==> src/dass_pkg.sv <==
// Types, codes and constants of the dual converter scan sequencer.
`default_nettype none

package dass_pkg;

	// Scan geometry
	localparam int CHANNELS    = 4;
	localparam int CHAN_W      = 2;
	localparam int CACHE_DEPTH = 8;
	localparam int CACHE_AW    = 3;

	// Config register high byte by channel
	localparam logic [7:0] MSB_TABLE [4] = '{8'hC7, 8'hD7, 8'hE7, 8'hF7};

	// Configuration register indexes
	localparam logic [7:0] REG_ENABLED    = 8'd0;
	localparam logic [7:0] REG_ADDR_A     = 8'd1;
	localparam logic [7:0] REG_ADDR_B     = 8'd2;
	localparam logic [7:0] REG_CONVERT_MS = 8'd3;

	typedef enum logic [1:0] {
		OP_POLL      = 2'd0,
		OP_DONE      = 2'd1,
		OP_ERROR     = 2'd2,
		OP_HOST_READ = 2'd3
	} op_t;

	typedef enum logic [1:0] {
		CMD_NONE    = 2'd0,
		CMD_CONFIG  = 2'd1,
		CMD_POINTER = 2'd2,
		CMD_READ    = 2'd3
	} cmd_t;

	typedef struct packed {
		logic       enabled;
		logic [6:0] addr_a;
		logic [6:0] addr_b;
		logic [7:0] convert_ms;
	} cfg_t;

	typedef struct packed {
		op_t                 op;
		logic [31:0]         now_ms;
		logic [15:0]         rx_data;
		logic signed [7:0]   error_code;
		logic [CACHE_AW-1:0] read_index;
	} item_t;

	typedef struct packed {
		cmd_t                cmd_kind;
		logic [6:0]          cmd_addr;
		logic [7:0]          cmd_config_msb;
		logic                cache_write;
		logic [CACHE_AW-1:0] cache_index;
		logic [15:0]         cache_value;
		logic                busy;
		logic                err_seen;
		logic signed [7:0]   last_error;
	} res_t;

endpackage

`default_nettype wire

==> src/dass_cache.sv <==
// Eight-word result cache: one write port, one read port.
`default_nettype none

module dass_cache (
	input  wire logic                          clk,
	input  wire logic                          arst_n,
	input  wire logic                          wr_en,
	input  wire logic [dass_pkg::CACHE_AW-1:0] wr_index,
	input  wire logic [15:0]                   wr_data,
	input  wire logic [dass_pkg::CACHE_AW-1:0] rd_index,
	output logic [15:0]                        rd_data
);
	import dass_pkg::*;

	logic [15:0] words_q [CACHE_DEPTH];

	// Store a conversion result; all words clear at reset
	always_ff @(posedge clk or negedge arst_n) begin
		if (!arst_n) begin
			for (int i = 0; i < CACHE_DEPTH; i++) begin
				words_q[i] <= '0;
			end
		end else if (wr_en) begin
			words_q[wr_index] <= wr_data;
		end
	end

	// Select the host word
	assign rd_data = words_q[rd_index];

endmodule

`default_nettype wire

==> src/dass_seq.sv <==
// Scan sequencer state and per-word step logic.
`default_nettype none

module dass_seq (
	input  wire logic            clk,
	input  wire logic            arst_n,
	input  wire dass_pkg::cfg_t  cfg,
	input  wire dass_pkg::item_t item,
	input  wire logic            fire,
	output dass_pkg::res_t       res
);
	import dass_pkg::*;

	typedef enum logic [2:0] {
		PH_CONFIG  = 3'd0,
		PH_POINTER = 3'd1,
		PH_WAIT    = 3'd2,
		PH_READ    = 3'd3,
		PH_CACHE   = 3'd4
	} phase_t;

	phase_t            phase_q, phase_d;
	logic              dev_sel_q, dev_sel_d;
	logic [CHAN_W-1:0] chan_q, chan_d;
	logic [31:0]       wait_start_q, wait_start_d;
	logic              pending_q, pending_d;
	logic              err_flag_q, err_flag_d;
	logic signed [7:0] err_code_q, err_code_d;
	logic [15:0]       read_buf_q;
	logic              capture;
	logic [6:0]        dev_addr;
	logic [31:0]       elapsed;
	logic [CHAN_W-1:0] chan_next;

	assign dev_addr  = dev_sel_q ? cfg.addr_b : cfg.addr_a;
	assign elapsed   = item.now_ms - wait_start_q;
	assign chan_next = (chan_q == CHAN_W'(CHANNELS - 1)) ? '0 : chan_q + 1'b1;
	assign capture   = (item.op == OP_DONE) && pending_q && (phase_q == PH_CACHE);

	// Work out the next state and the result word for the item in hand
	always_comb begin
		phase_d      = phase_q;
		dev_sel_d    = dev_sel_q;
		chan_d       = chan_q;
		wait_start_d = wait_start_q;
		pending_d    = pending_q;
		err_flag_d   = err_flag_q;
		err_code_d   = err_code_q;
		res          = '0;
		res.cmd_kind = CMD_NONE;

		case (item.op)
			OP_POLL: begin
				if (cfg.enabled && !pending_q) begin
					case (phase_q)
						PH_CONFIG: begin
							pending_d          = 1'b1;
							res.cmd_kind       = CMD_CONFIG;
							res.cmd_addr       = dev_addr;
							res.cmd_config_msb = MSB_TABLE[chan_q];
							dev_sel_d          = !dev_sel_q;
							if (dev_sel_q) begin
								phase_d = PH_POINTER;
							end
						end
						PH_POINTER: begin
							pending_d    = 1'b1;
							res.cmd_kind = CMD_POINTER;
							res.cmd_addr = dev_addr;
							dev_sel_d    = !dev_sel_q;
							if (dev_sel_q) begin
								wait_start_d = item.now_ms;
								phase_d      = PH_WAIT;
							end
						end
						PH_WAIT: begin
							if (elapsed > {24'd0, cfg.convert_ms}) begin
								phase_d = PH_READ;
							end
						end
						PH_READ: begin
							pending_d    = 1'b1;
							res.cmd_kind = CMD_READ;
							res.cmd_addr = dev_addr;
							phase_d      = PH_CACHE;
						end
						PH_CACHE: begin
							res.cache_write = 1'b1;
							res.cache_value = read_buf_q;
							dev_sel_d       = !dev_sel_q;
							if (!dev_sel_q) begin
								res.cache_index = CACHE_AW'(chan_q);
								phase_d         = PH_READ;
							end else begin
								res.cache_index = CACHE_AW'(chan_q) + CACHE_AW'(CHANNELS);
								chan_d          = chan_next;
								phase_d         = PH_CONFIG;
							end
						end
						default: begin
							phase_d = PH_CONFIG;
						end
					endcase
				end
			end
			OP_DONE: begin
				pending_d = 1'b0;
			end
			OP_ERROR: begin
				pending_d  = 1'b0;
				err_flag_d = 1'b1;
				err_code_d = item.error_code;
			end
			default: begin
			end
		endcase

		res.busy       = pending_d;
		res.err_seen   = err_flag_d;
		res.last_error = err_code_d;
	end

	// Advance the sequencer once per word
	always_ff @(posedge clk or negedge arst_n) begin
		if (!arst_n) begin
			phase_q      <= PH_CONFIG;
			dev_sel_q    <= 1'b0;
			chan_q       <= '0;
			wait_start_q <= '0;
			pending_q    <= 1'b0;
			err_flag_q   <= 1'b0;
			err_code_q   <= '0;
		end else if (fire) begin
			phase_q      <= phase_d;
			dev_sel_q    <= dev_sel_d;
			chan_q       <= chan_d;
			wait_start_q <= wait_start_d;
			pending_q    <= pending_d;
			err_flag_q   <= err_flag_d;
			err_code_q   <= err_code_d;
		end
	end

	// Hold the last read data for the cache step
	always_ff @(posedge clk) begin
		if (fire && capture) begin
			read_buf_q <= item.rx_data;
		end
	end

endmodule

`default_nettype wire

==> src/dual_adc_scan_sequencer.sv <==
// Top level of the dual converter scan sequencer.
//
// Input channel (in_valid / in_stall) carries one event word: a poll, a
// transfer completion, a transfer error or a host cache read. Output channel
// (out_valid / out_stall) returns exactly one result word per event: the bus
// command to issue, the cache word stored, the host read data and status.
// The configuration channel (cfg_valid / cfg_ready) writes enabled, the two
// device addresses and the convert time; cfg_ready is always high.
// The accepted word sits in the input register, and the sequencer step loads
// the output register when it advances. Throughput is one word per cycle
// while out_stall is low; the step is a single pass through the phase logic.
// When out_stall is high the result word holds, the input register fills,
// and in_stall rises only once both are occupied.
// Reset clears the sequencer to the config phase of channel zero on device
// A, clears the cache and error status and loads the register defaults.
`default_nettype none

module dual_adc_scan_sequencer (
	input  wire logic        clk,
	input  wire logic        arst_n,
	// Configuration write channel
	input  wire logic        cfg_valid,
	output logic             cfg_ready,
	input  wire logic [7:0]  cfg_index,
	input  wire logic [7:0]  cfg_data,
	// Event input channel
	input  wire logic        in_valid,
	output logic             in_stall,
	input  wire logic [1:0]  op,
	input  wire logic [31:0] now_ms,
	input  wire logic [15:0] rx_data,
	input  wire logic signed [7:0] error_code,
	input  wire logic [2:0]  read_index,
	// Result output channel
	output logic             out_valid,
	input  wire logic        out_stall,
	output logic [1:0]       cmd_kind,
	output logic [6:0]       cmd_addr,
	output logic [7:0]       cmd_config_msb,
	output logic             cache_write,
	output logic [2:0]       cache_index,
	output logic [15:0]      cache_value,
	output logic [15:0]      host_data,
	output logic             busy_res,
	output logic             error_seen,
	output logic signed [7:0] last_error
);
	import dass_pkg::*;

	cfg_t        cfg_q;
	logic        valid_s1;
	item_t       item_s1;
	logic        valid_s2;
	res_t        res_s2;
	logic [15:0] host_s2;
	logic        advance;
	logic        in_take;
	res_t        step_res;
	logic [15:0] cache_rd;

	assign cfg_ready = 1'b1;

	// Write configuration registers
	always_ff @(posedge clk or negedge arst_n) begin
		if (!arst_n) begin
			cfg_q.enabled    <= 1'b1;
			cfg_q.addr_a     <= 7'd72;
			cfg_q.addr_b     <= 7'd73;
			cfg_q.convert_ms <= 8'd8;
		end else if (cfg_valid) begin
			case (cfg_index)
				REG_ENABLED:    cfg_q.enabled    <= cfg_data[0];
				REG_ADDR_A:     cfg_q.addr_a     <= cfg_data[6:0];
				REG_ADDR_B:     cfg_q.addr_b     <= cfg_data[6:0];
				REG_CONVERT_MS: cfg_q.convert_ms <= cfg_data;
				default: begin
				end
			endcase
		end
	end

	// Step the word in the input register when the output register frees up
	assign advance  = valid_s1 && (!valid_s2 || !out_stall);
	assign in_stall = valid_s1 && !advance;
	assign in_take  = in_valid && !in_stall;

	// Input register
	always_ff @(posedge clk or negedge arst_n) begin
		if (!arst_n) begin
			valid_s1 <= 1'b0;
		end else if (in_take) begin
			valid_s1 <= 1'b1;
		end else if (advance) begin
			valid_s1 <= 1'b0;
		end
	end

	always_ff @(posedge clk) begin
		if (in_take) begin
			item_s1.op         <= op_t'(op);
			item_s1.now_ms     <= now_ms;
			item_s1.rx_data    <= rx_data;
			item_s1.error_code <= error_code;
			item_s1.read_index <= read_index;
		end
	end

	dass_seq u_seq (
		.clk    (clk),
		.arst_n (arst_n),
		.cfg    (cfg_q),
		.item   (item_s1),
		.fire   (advance),
		.res    (step_res)
	);

	dass_cache u_cache (
		.clk      (clk),
		.arst_n   (arst_n),
		.wr_en    (advance && step_res.cache_write),
		.wr_index (step_res.cache_index),
		.wr_data  (step_res.cache_value),
		.rd_index (item_s1.read_index),
		.rd_data  (cache_rd)
	);

	// Output register: load on advance, drop once taken
	always_ff @(posedge clk or negedge arst_n) begin
		if (!arst_n) begin
			valid_s2 <= 1'b0;
		end else if (advance) begin
			valid_s2 <= 1'b1;
		end else if (!out_stall) begin
			valid_s2 <= 1'b0;
		end
	end

	always_ff @(posedge clk) begin
		if (advance) begin
			res_s2  <= step_res;
			host_s2 <= (item_s1.op == OP_HOST_READ) ? cache_rd : 16'd0;
		end
	end

	assign out_valid      = valid_s2;
	assign cmd_kind       = res_s2.cmd_kind;
	assign cmd_addr       = res_s2.cmd_addr;
	assign cmd_config_msb = res_s2.cmd_config_msb;
	assign cache_write    = res_s2.cache_write;
	assign cache_index    = res_s2.cache_index;
	assign cache_value    = res_s2.cache_value;
	assign host_data      = host_s2;
	assign busy_res       = res_s2.busy;
	assign error_seen     = res_s2.err_seen;
	assign last_error     = res_s2.last_error;

endmodule

`default_nettype wire

==> config.mk <==
export PLATFORM = sky130hd
export DESIGN_NAME = dual_adc_scan_sequencer
export DESIGN_NICKNAME = d
export VERILOG_FILES = /design/src/dass_pkg.sv /design/src/dass_cache.sv /design/src/dass_seq.sv /design/src/dual_adc_scan_sequencer.sv
export SDC_FILE = /design/constraint.sdc
export NUM_CORES = 1
export LEC_CHECK = 0
export BUFFER_PORTS_ARGS = -buffer_cell sky130_fd_sc_hd__buf_2
export CAP_MARGIN = 20
export CORE_MARGIN = 2
export CORE_UTILIZATION = 35
export CTS_CLUSTER_DIAMETER = 200
export DETAILED_ROUTE_END_ITERATION = 7
export GPL_TIMING_DRIVEN = 0
export PLACE_DENSITY = 0.51
export RECOVER_POWER = 25
export SYNTH_ARGS = -nofsm -noshare
export SYNTH_HDL_FRONTEND = slang
export SYNTH_SLANG_ARGS = --single-unit
==> constraint.sdc <==
create_clock -name clk -period 5.99 [get_ports clk]
set_input_delay 0.599 -clock clk [delete_from_list [all_inputs] [get_ports clk]]
set_output_delay 0.599 -clock clk [all_outputs]
set_load 0.02 [all_outputs]
==> impl_results.md, run 1 <==
- Initial DRC Count: between 400 and 500
- Async SR Flop Fraction: 0.5982
- Yosys Warn Count: 0
- Critical path class: reg -> reg
- DR WL/cell: 17.62 um
- Vias/cell: between 4 and 5
- Ant. Diodes: 0
- I/O pin count: 148
- Data arrival, critical path: between 5 and 6 ns
- TritonCTS clock tree: done
- Hold slack: around 0.21 ns
- PD cells: 294.4 nW/um2
- Global-route usage over all layers: 0.1683
- FF+latch count, synth: around 340
- Final Slew Violations: 60
- Detail Placement HPWL: approximately 26000 um
- Slowest cell on the critical path: or4b_1
- Clock buffer depth: 3
- Status: finished with violations
- Sink Count: 336
- Final antenna-violating net count: 0
- Final Hold Viols: 0
- Area leader, netlist: dfrtp_1
- CP Cell Sequence: ha_1 > and2_4 > a221oi_2 > nand2_1 > a21o_1 > a21oi_1 > xnor2_1 > ha_1 > nand4_1 > o21ai_0 > nor4b_1 > nand4_1 > a2111oi_2 > nand4_1 > or4b_1 > o31ai_2 > mux2_1
- Vias in the first global route: between 10000 and 15000
- Share of layout cells above drive strength 1: 0.2203
- RePlAce Congestion: roughly 0.82
- Worst-Margin Slew: ~3.6 ns
- Detailed Routing Iterations Pass 1: 5
- Largest net degree at the start of global routing: 84
- DRC viols: 0
- Mapped Area: approximately 15000 um2
- Nets: ~1600
- Leakage dissipation: between 0.007 and 0.008 uW
- RSZ-0062 raised after global routing: no
- Post-place instance area: 16740 um2
- Setup crit end kind: flop
- Syn_nets: 1389
- Yosys cell types: just under 70
- GR Overflow Total: 0
- Core Util, Final: 0.4202
- Area of the multi-input gates: between 5000 and 6000 um2
- Most frequent cells in the layout: nand2_1, dfrtp_1, o21ai_0, buf_2, edfxtp_1
- Placeable Area: 42890 um2
- Area share of the largest cell type after synthesis: 0.3202
- Ranking of synthesized cells by area: dfrtp_1, edfxtp_1, o21ai_0
- Violated checks: max-capacitance violations, max-slew violations
- Via count: roughly 10000
- Sequential-to-total area share from yosys stat: 0.5997
- Number of flops mapped to enable cells by yosys: 135
- Critical path required time: 6.41 ns
- Initial antenna violation count: 1
- Main synth FF type: dfrtp_1
- Filler cell count: a little over 4000
- Die Span Y: around 210 um
- Initial Util: 0.3535
- Max cap viols: 1
- First-pass GRT wire length: just under 60000 um
- Most common cell after layout, fill and taps aside: nand2_1
- Worst Skew: between 0.015 and 0.02 ns
- Crit path largest cell delay: ~0.5 ns
- Number of I/O port buffers: 145
- Clock-pin slew on the worst setup and hold paths: 0.06 ns
- Setup Total Neg Slack: 0 ns
- Core Rows: 76
- Crit share post-route: 0.8243
- Fmax: 202.5 MHz
- Total Routed Length: 36540 um
- Max transition margin: -1.379
- Final critical-path required period: between 4 and 5 ns
- Most common cell on crit path: nand4_1
- Crit path max fanout: 4
- Hold Path Class: in -> reg
- Register Area: roughly 9100 um2
- Design Area, Final: around 18000 um2
- Max IR drop VDD: roughly 0.17 mV
- Post-Syn Instances: 1266
- CTS Buf Count: 39
- DIE WIDTH: 212.1 um
- Clk Latency, worst-skew pair: roughly 0.56 ns
- Die area: about 45000 um2
- Clock Root Buffer: clkbuf_16
- Pwr Total: about 5300 uW
- Crit path launch type: flop
- Final setup fails: 0
- Synth Area per Inst: approximately 12 um2
- Area Growth Syn to Fin: 18.86%
- H-Tree Depth: 2
-- synth_stat cells (all sizes together), types with 4 or more instances --
| master | count |
|---|---|
| nand2 | 195 |
| nor3 | 7 |
| a31oi | 5 |
| and3 | 6 |
| mux2i | 25 |
| a21o | 8 |
| inv | 65 |
| xor2 | 6 |
| a21oi | 44 |
| nand3 | 10 |
| xnor2 | 10 |
| nor4 | 4 |
| o21ai | 164 |
| nor2b | 8 |
| o21a | 11 |
| o211ai | 8 |
| nor2 | 52 |
| dfstp | 7 |
| a211oi | 10 |
| a211o | 4 |
| nand3b | 8 |
| edfxtp | 135 |
| ha | 40 |
| mux4 | 32 |
| buf | 15 |
| o211a | 4 |
| clkbuf | 52 |
| mux2 | 62 |
| and2 | 7 |
| nand2b | 6 |
| or3 | 8 |
| dfrtp | 194 |
| nand4 | 14 |
-- worst paths after layout --
check / startpoint / endpoint / slack (ns) / cells after the start
worst min-delay path: error_code[5] / item_s1[8] / 0.21 / 1
max in group asynchronous: arst_n / u_seq.wait_start_q[13] / 2.13 / 2
min in group asynchronous: arst_n / u_cache.words_q[112] / 1.84 / 2
worst max register to register: item_s1[30] / u_seq.phase_q[0] / 1.05 / 17
worst min register to register: item_s1[17] / u_seq.read_buf_q[6] / 0.42 / 0
worst max-delay path: item_s1[30] / u_seq.phase_q[0] / 1.05 / 17
-- critical path: cells and delay by family, from the launching register on --
family                     cells  cell delay (ns)
AOI/OAI and AO/OA              6             1.76
xor gates and xnor gates       1             0.09
adders and majority gates      2             0.69
DFF                            1             0.40
muxes                          1             0.35
and+or+nand+nor                7             1.53
-- routing by layer --
layer / global-route usage / up-vias / wire length (um)
met1: 0.2113 / 4940 / 15790
met4: 0.04590 / 0 / 671
li1: - / 4921 / -
met2: 0.2970 / 183 / 18730
met5: 0 / - / 0
met3: 0.03117 / 49 / 1341
-- registers in the layout, summed over array words and instances (netlist names), 2 cells and up --
name and cells:
u_seq.wait_start_q 32, item_s1 61, u_seq.err_code_q 8, cache_index 3, u_cache.words_q 128, host_data 16
u_seq.chan_q 2, cfg_q 23, last_error 8, u_seq.phase_q 3, u_seq.read_buf_q 16, cmd_addr 7
cmd_config_msb 3, cmd_kind 2, cache_value 16
-- what timing repair did --
action                     in CTS  in global routing
buffers inserted                0                  0
hold buffers                    1                  0
hold endpoints to repair        3                  0
setup endpoints to repair       0                  0
resized for setup               0                  0
-- per-stage QoR --
step	cells	setup slack, ns
final	2074	1.053
after global routing	2074	0.7343
after CTS	2074	1.039
after detailed placement	2001	1.057
after global placement	1996	0.6186
after floorplan	1266	1.707
-- power by group --
part,leakage (uW),total [uW],switching (uW),internal [uW]
Sequential,0.00390,2530,33.2,2500
Clock,0.000624,2420,957,1470
Combinational,0.00327,354,221,132
Total,0.00779,5310,1210,4090
-- kinds of logic after synthesis --
| group | after synthesis | synth area share |
|---|---|---|
| other cells | 2 | 0.0004953 |
| mux | 119 | 0.1101 |
| fa+ha+maj | 41 | 0.03433 |
| buf+inv | 132 | 0.03433 |
| flops | 336 | 0.5997 |
| simple gates | 336 | 0.09903 |
| compound gates | 284 | 0.1128 |
| xor+xnor | 16 | 0.009242 |
-- final cells by class --
| class | instances | share of cell area |
|---|---|---|
| clock buffer | 60 | 0.06242 |
| sequential | 336 | 0.5045 |
| timing repair buffer | 151 | 0.04575 |
| buffer | 67 | 0.01534 |
| clock inverter | 12 | 0.009373 |
| inverter | 65 | 0.01368 |
| multi-input combinational | 798 | 0.3083 |
| tap | 585 | 0.04062 |
No activity file was read; power rests on OpenSTA's default activity.
==> run 2, diff against run 1 <==
PLACE_DENSITY = 0.53   (was 0.51)
clock period = 4.06 ns   (was 5.99 ns; I/O delays follow)
==> run 2 against run 1 <==
The run ends with max-capacitance violations, max-slew violations, negative setup slack left. Largest power group unchanged. Combinational power increased by 56%. Highest routed layer unchanged. Die area did not move. Largest cell class unchanged. First-iteration DRC count is 6.9% lower.
==> impl_results.md, run 2 (synthesized netlist as in run 1, its figures left out) <==
- Status: finished with violations
- Violated checks: max-capacitance violations, max-slew violations, negative setup slack
- Critical path class: reg -> reg
- Nets: 1627 (+2.9%)
- Pwr Total: 7972 uW (+50%)
- Clock Root Buffer: clkbuf_16
- Final std cells w/o fill: 2121 (+2.3%)
- Core Util, Final: 0.4327 (+0.01249)
- Clock-pin slew on the worst setup and hold paths: 0.06 ns (about the same)
- RSZ-0062 raised after global routing: yes
- Fmax: 233.3 MHz (+15%)
- DRC viols: 0 (unchanged)
- Critical path required time: 4.50 ns (-1.91 ns)
- Hold Path Class: in -> reg
- Combinational power share: 0.069 (+0.002)
- First-pass GRT wire length: 58640 um (+0.81%)
- Largest net degree at the start of global routing: 118 (+40%)
- Reg power frac: 0.468 (-0.008)
- GR Overflow Total: 0 (unchanged)
- Area Growth Syn to Fin: 22.39%
- Final antenna-violating net count: 0 (unchanged)
- Core Rows: 76 (unchanged)
- Worst Skew: 0.02213 ns (+0.003798 ns)
- H-Tree Depth: 2 (unchanged)
- Most common cell after layout, fill and taps aside: nand2_1
- Final setup fails: 2 (+2)
- Worst-Margin Slew: 2.255 ns (-1.313 ns)
- Met2 wire length: 18300 um (-2.3%)
- DR WL/cell: 17.13 um (-2.8%)
- Crit path max fanout: 3 (-1)
- Ant. Diodes: 0 (unchanged)
- M1 WL: 15700 um (-0.55%)
- Worst r2r src: item_s1[31]
- Die Span Y: 212.1 um (unchanged)
- Total Routed Length: 36330 um (-0.58%)
- Placeable Area: 42890 um2 (unchanged)
- Initial DRC Count: 458 (-6.9%)
- Setup crit end kind: flop
- Sink Count: 336 (unchanged)
- Clock share of power: 0.462 (+0.005)
- Sw Share: 0.2288 (+0.0005298)
- Largest regs: u_cache.words_q x128, item_s1 x61, u_seq.wait_start_q x32
- Detailed Routing Iterations Pass 1: 5 (unchanged)
- Flop2flop setup slack: -0.23 ns (-1.28 ns)
- Crit share post-route: 1.056 (+0.2315)
- Post-place instance area: 16730 um2 (about the same)
- Highest Signal Layer: met4
- Crit path launch type: flop
- DIE WIDTH: 212.1 um (unchanged)
- Clk Latency, worst-skew pair: 0.57 ns (about the same)
- Final Hold Viols: 0 (unchanged)
- Max cap viols: 1 (unchanged)
- Hold slack: 0.02603 ns (-0.1863 ns)
- Via count: 10393 (+3.0%)
- I/O pin count: 148 (unchanged)
- Leakage dissipation: 0.007958 uW (+2.1%)
- Data arrival, critical path: 4.73 ns (-0.63 ns)
- Global-route usage over all layers: 0.1681 (-0.0002473)
- Internal: 6148 uW (+50%)
- Final Slew Violations: 85 (+42%)
- Vias in the first global route: 10679 (+3.4%)
- Max reg flops: 128 (unchanged)
- Clock buffer depth: 3 (unchanged)
- PD cells: 429.6 nW/um2 (+46%)
- Initial Util: 0.3535 (unchanged)
- Initial antenna violation count: 0 (-1)
- Design Area, Final: 18560 um2 (+3.0%)
- FF-to-FF End: u_seq.phase_q[0]
- Max transition margin: -0.5032 (+0.8757)
- Cells on worst reg2reg path: 17 (unchanged)
- Share of layout cells above drive strength 1: 0.2168 (-0.003485)
- Max IR drop VDD: 0.2637 mV (+54%)
- Final WS setup: -0.2263 ns (-1.279 ns)
- Final critical-path required period: 4.286 ns (-0.6510 ns)
- TritonCTS clock tree: done
- Number of I/O port buffers: 145 (unchanged)
- Hold Path End: item_s1[29]
- Detail Placement HPWL: 25370 um (-1.4%)
- Hold Crit Depth: 1 (unchanged)
- DP Cell Count: 1999 (-0.10%)
- CTS Buf Count: 40 (+2.6%)
- Vias/cell: 4.900 (+0.69%)
- Hold path start: now_ms[2]
- Die area: 45000 um2 (unchanged)
- NetSw: 1824 uW (+51%)
- Top reg by flops: u_cache.words_q
- Met3 wire length: 1297 um (-3.3%)
- Most frequent cells in the layout: nand2_1, dfrtp_1, o21ai_0, edfxtp_1, buf_2
- RePlAce Congestion: 0.8134 (-0.83%)
[run 2: changes by cell type in the layout (fill, tap and decap cells not counted), sizes merged]
cell,change
buf,-15
dlygate4sd3,+38
clkbuf,+12
clkinv,+8
bufinv,+2
clkinvlp,+2
[run 2: worst max path at each step]
| stage | from | end |
|---|---|---|
| after global placement | arst_n | u_seq.err_code_q[5] |
| after floorplan | item_s1[30] | u_seq.phase_q[0] |
| after CTS | item_s1[31] | u_seq.phase_q[0] |
| final | item_s1[31] | u_seq.phase_q[0] |
| after detailed placement | item_s1[30] | u_seq.phase_q[0] |
| after global routing | item_s1[31] | u_seq.phase_q[0] |
[run 2: layout make-up]
type | count | area (um2)
inverters | 65 | 246.5
plain buffers | 67 | 276.5
fillers | 4085 | 24330
multi-input cells | 798 | 5655
clock buffers | 50 | 1059
clock inverters | 24 | 304.0
well taps | 585 | 732.0
flip-flops and latches | 336 | 9092
repair buffers | 196 | 1191
[run 2: worst max-delay path, stage by stage, from the launching register on]
cell and delay [ns]:
edfxtp_1 0.43, ha_4 0.27, and2_4 0.16, a221oi_4 0.26, nand2_1 0.10, a21o_1 0.17
a21oi_2 0.14, xnor2_1 0.09, ha_1 0.34, nand4_1 0.17, o21ai_2 0.20, nor4b_4 0.23
nand4_1 0.13, a2111oi_2 0.26, nand4_1 0.15, or4b_4 0.53, o31ai_4 0.22, mux2_4 0.32
[run 2: layer usage]
layer,up-vias,global-route usage
li1,5002,-
met1,5110,0.2131
met2,212,0.2942
met3,69,0.02230
met4,0,0.06022
met5,-,0
[run 2: power groups by stage]
stage	logic (uW)	clock network [uW]	registers, uW
6_report	553	3690	3730
5_1_grt	613	3950	3750
4_1_cts	565	3800	3730
3_5_place_dp	529	0	3800
3_3_place_gp	517	0	3800
2_1_floorplan	260	0	3840
[run 2: repair_timing]
item	4_1_cts	5_1_grt
pin swaps	15	3
setup buffers	8	1
gates resized for setup	6	6
hold buffers	39	0
hold endpoints to repair	115	0
endpoints found under the setup margin	2	2
[run 2: through the flow]
step / setup TNS (ns) / setup slack, ns
2_1_floorplan: 0 / 0.02892
3_3_place_gp: -200.60 / -0.9698
3_5_place_dp: -0.7900 / -0.5027
4_1_cts: -0.4282 / -0.2655
5_1_grt: -0.8240 / -0.4564
6_report: -0.3443 / -0.2263
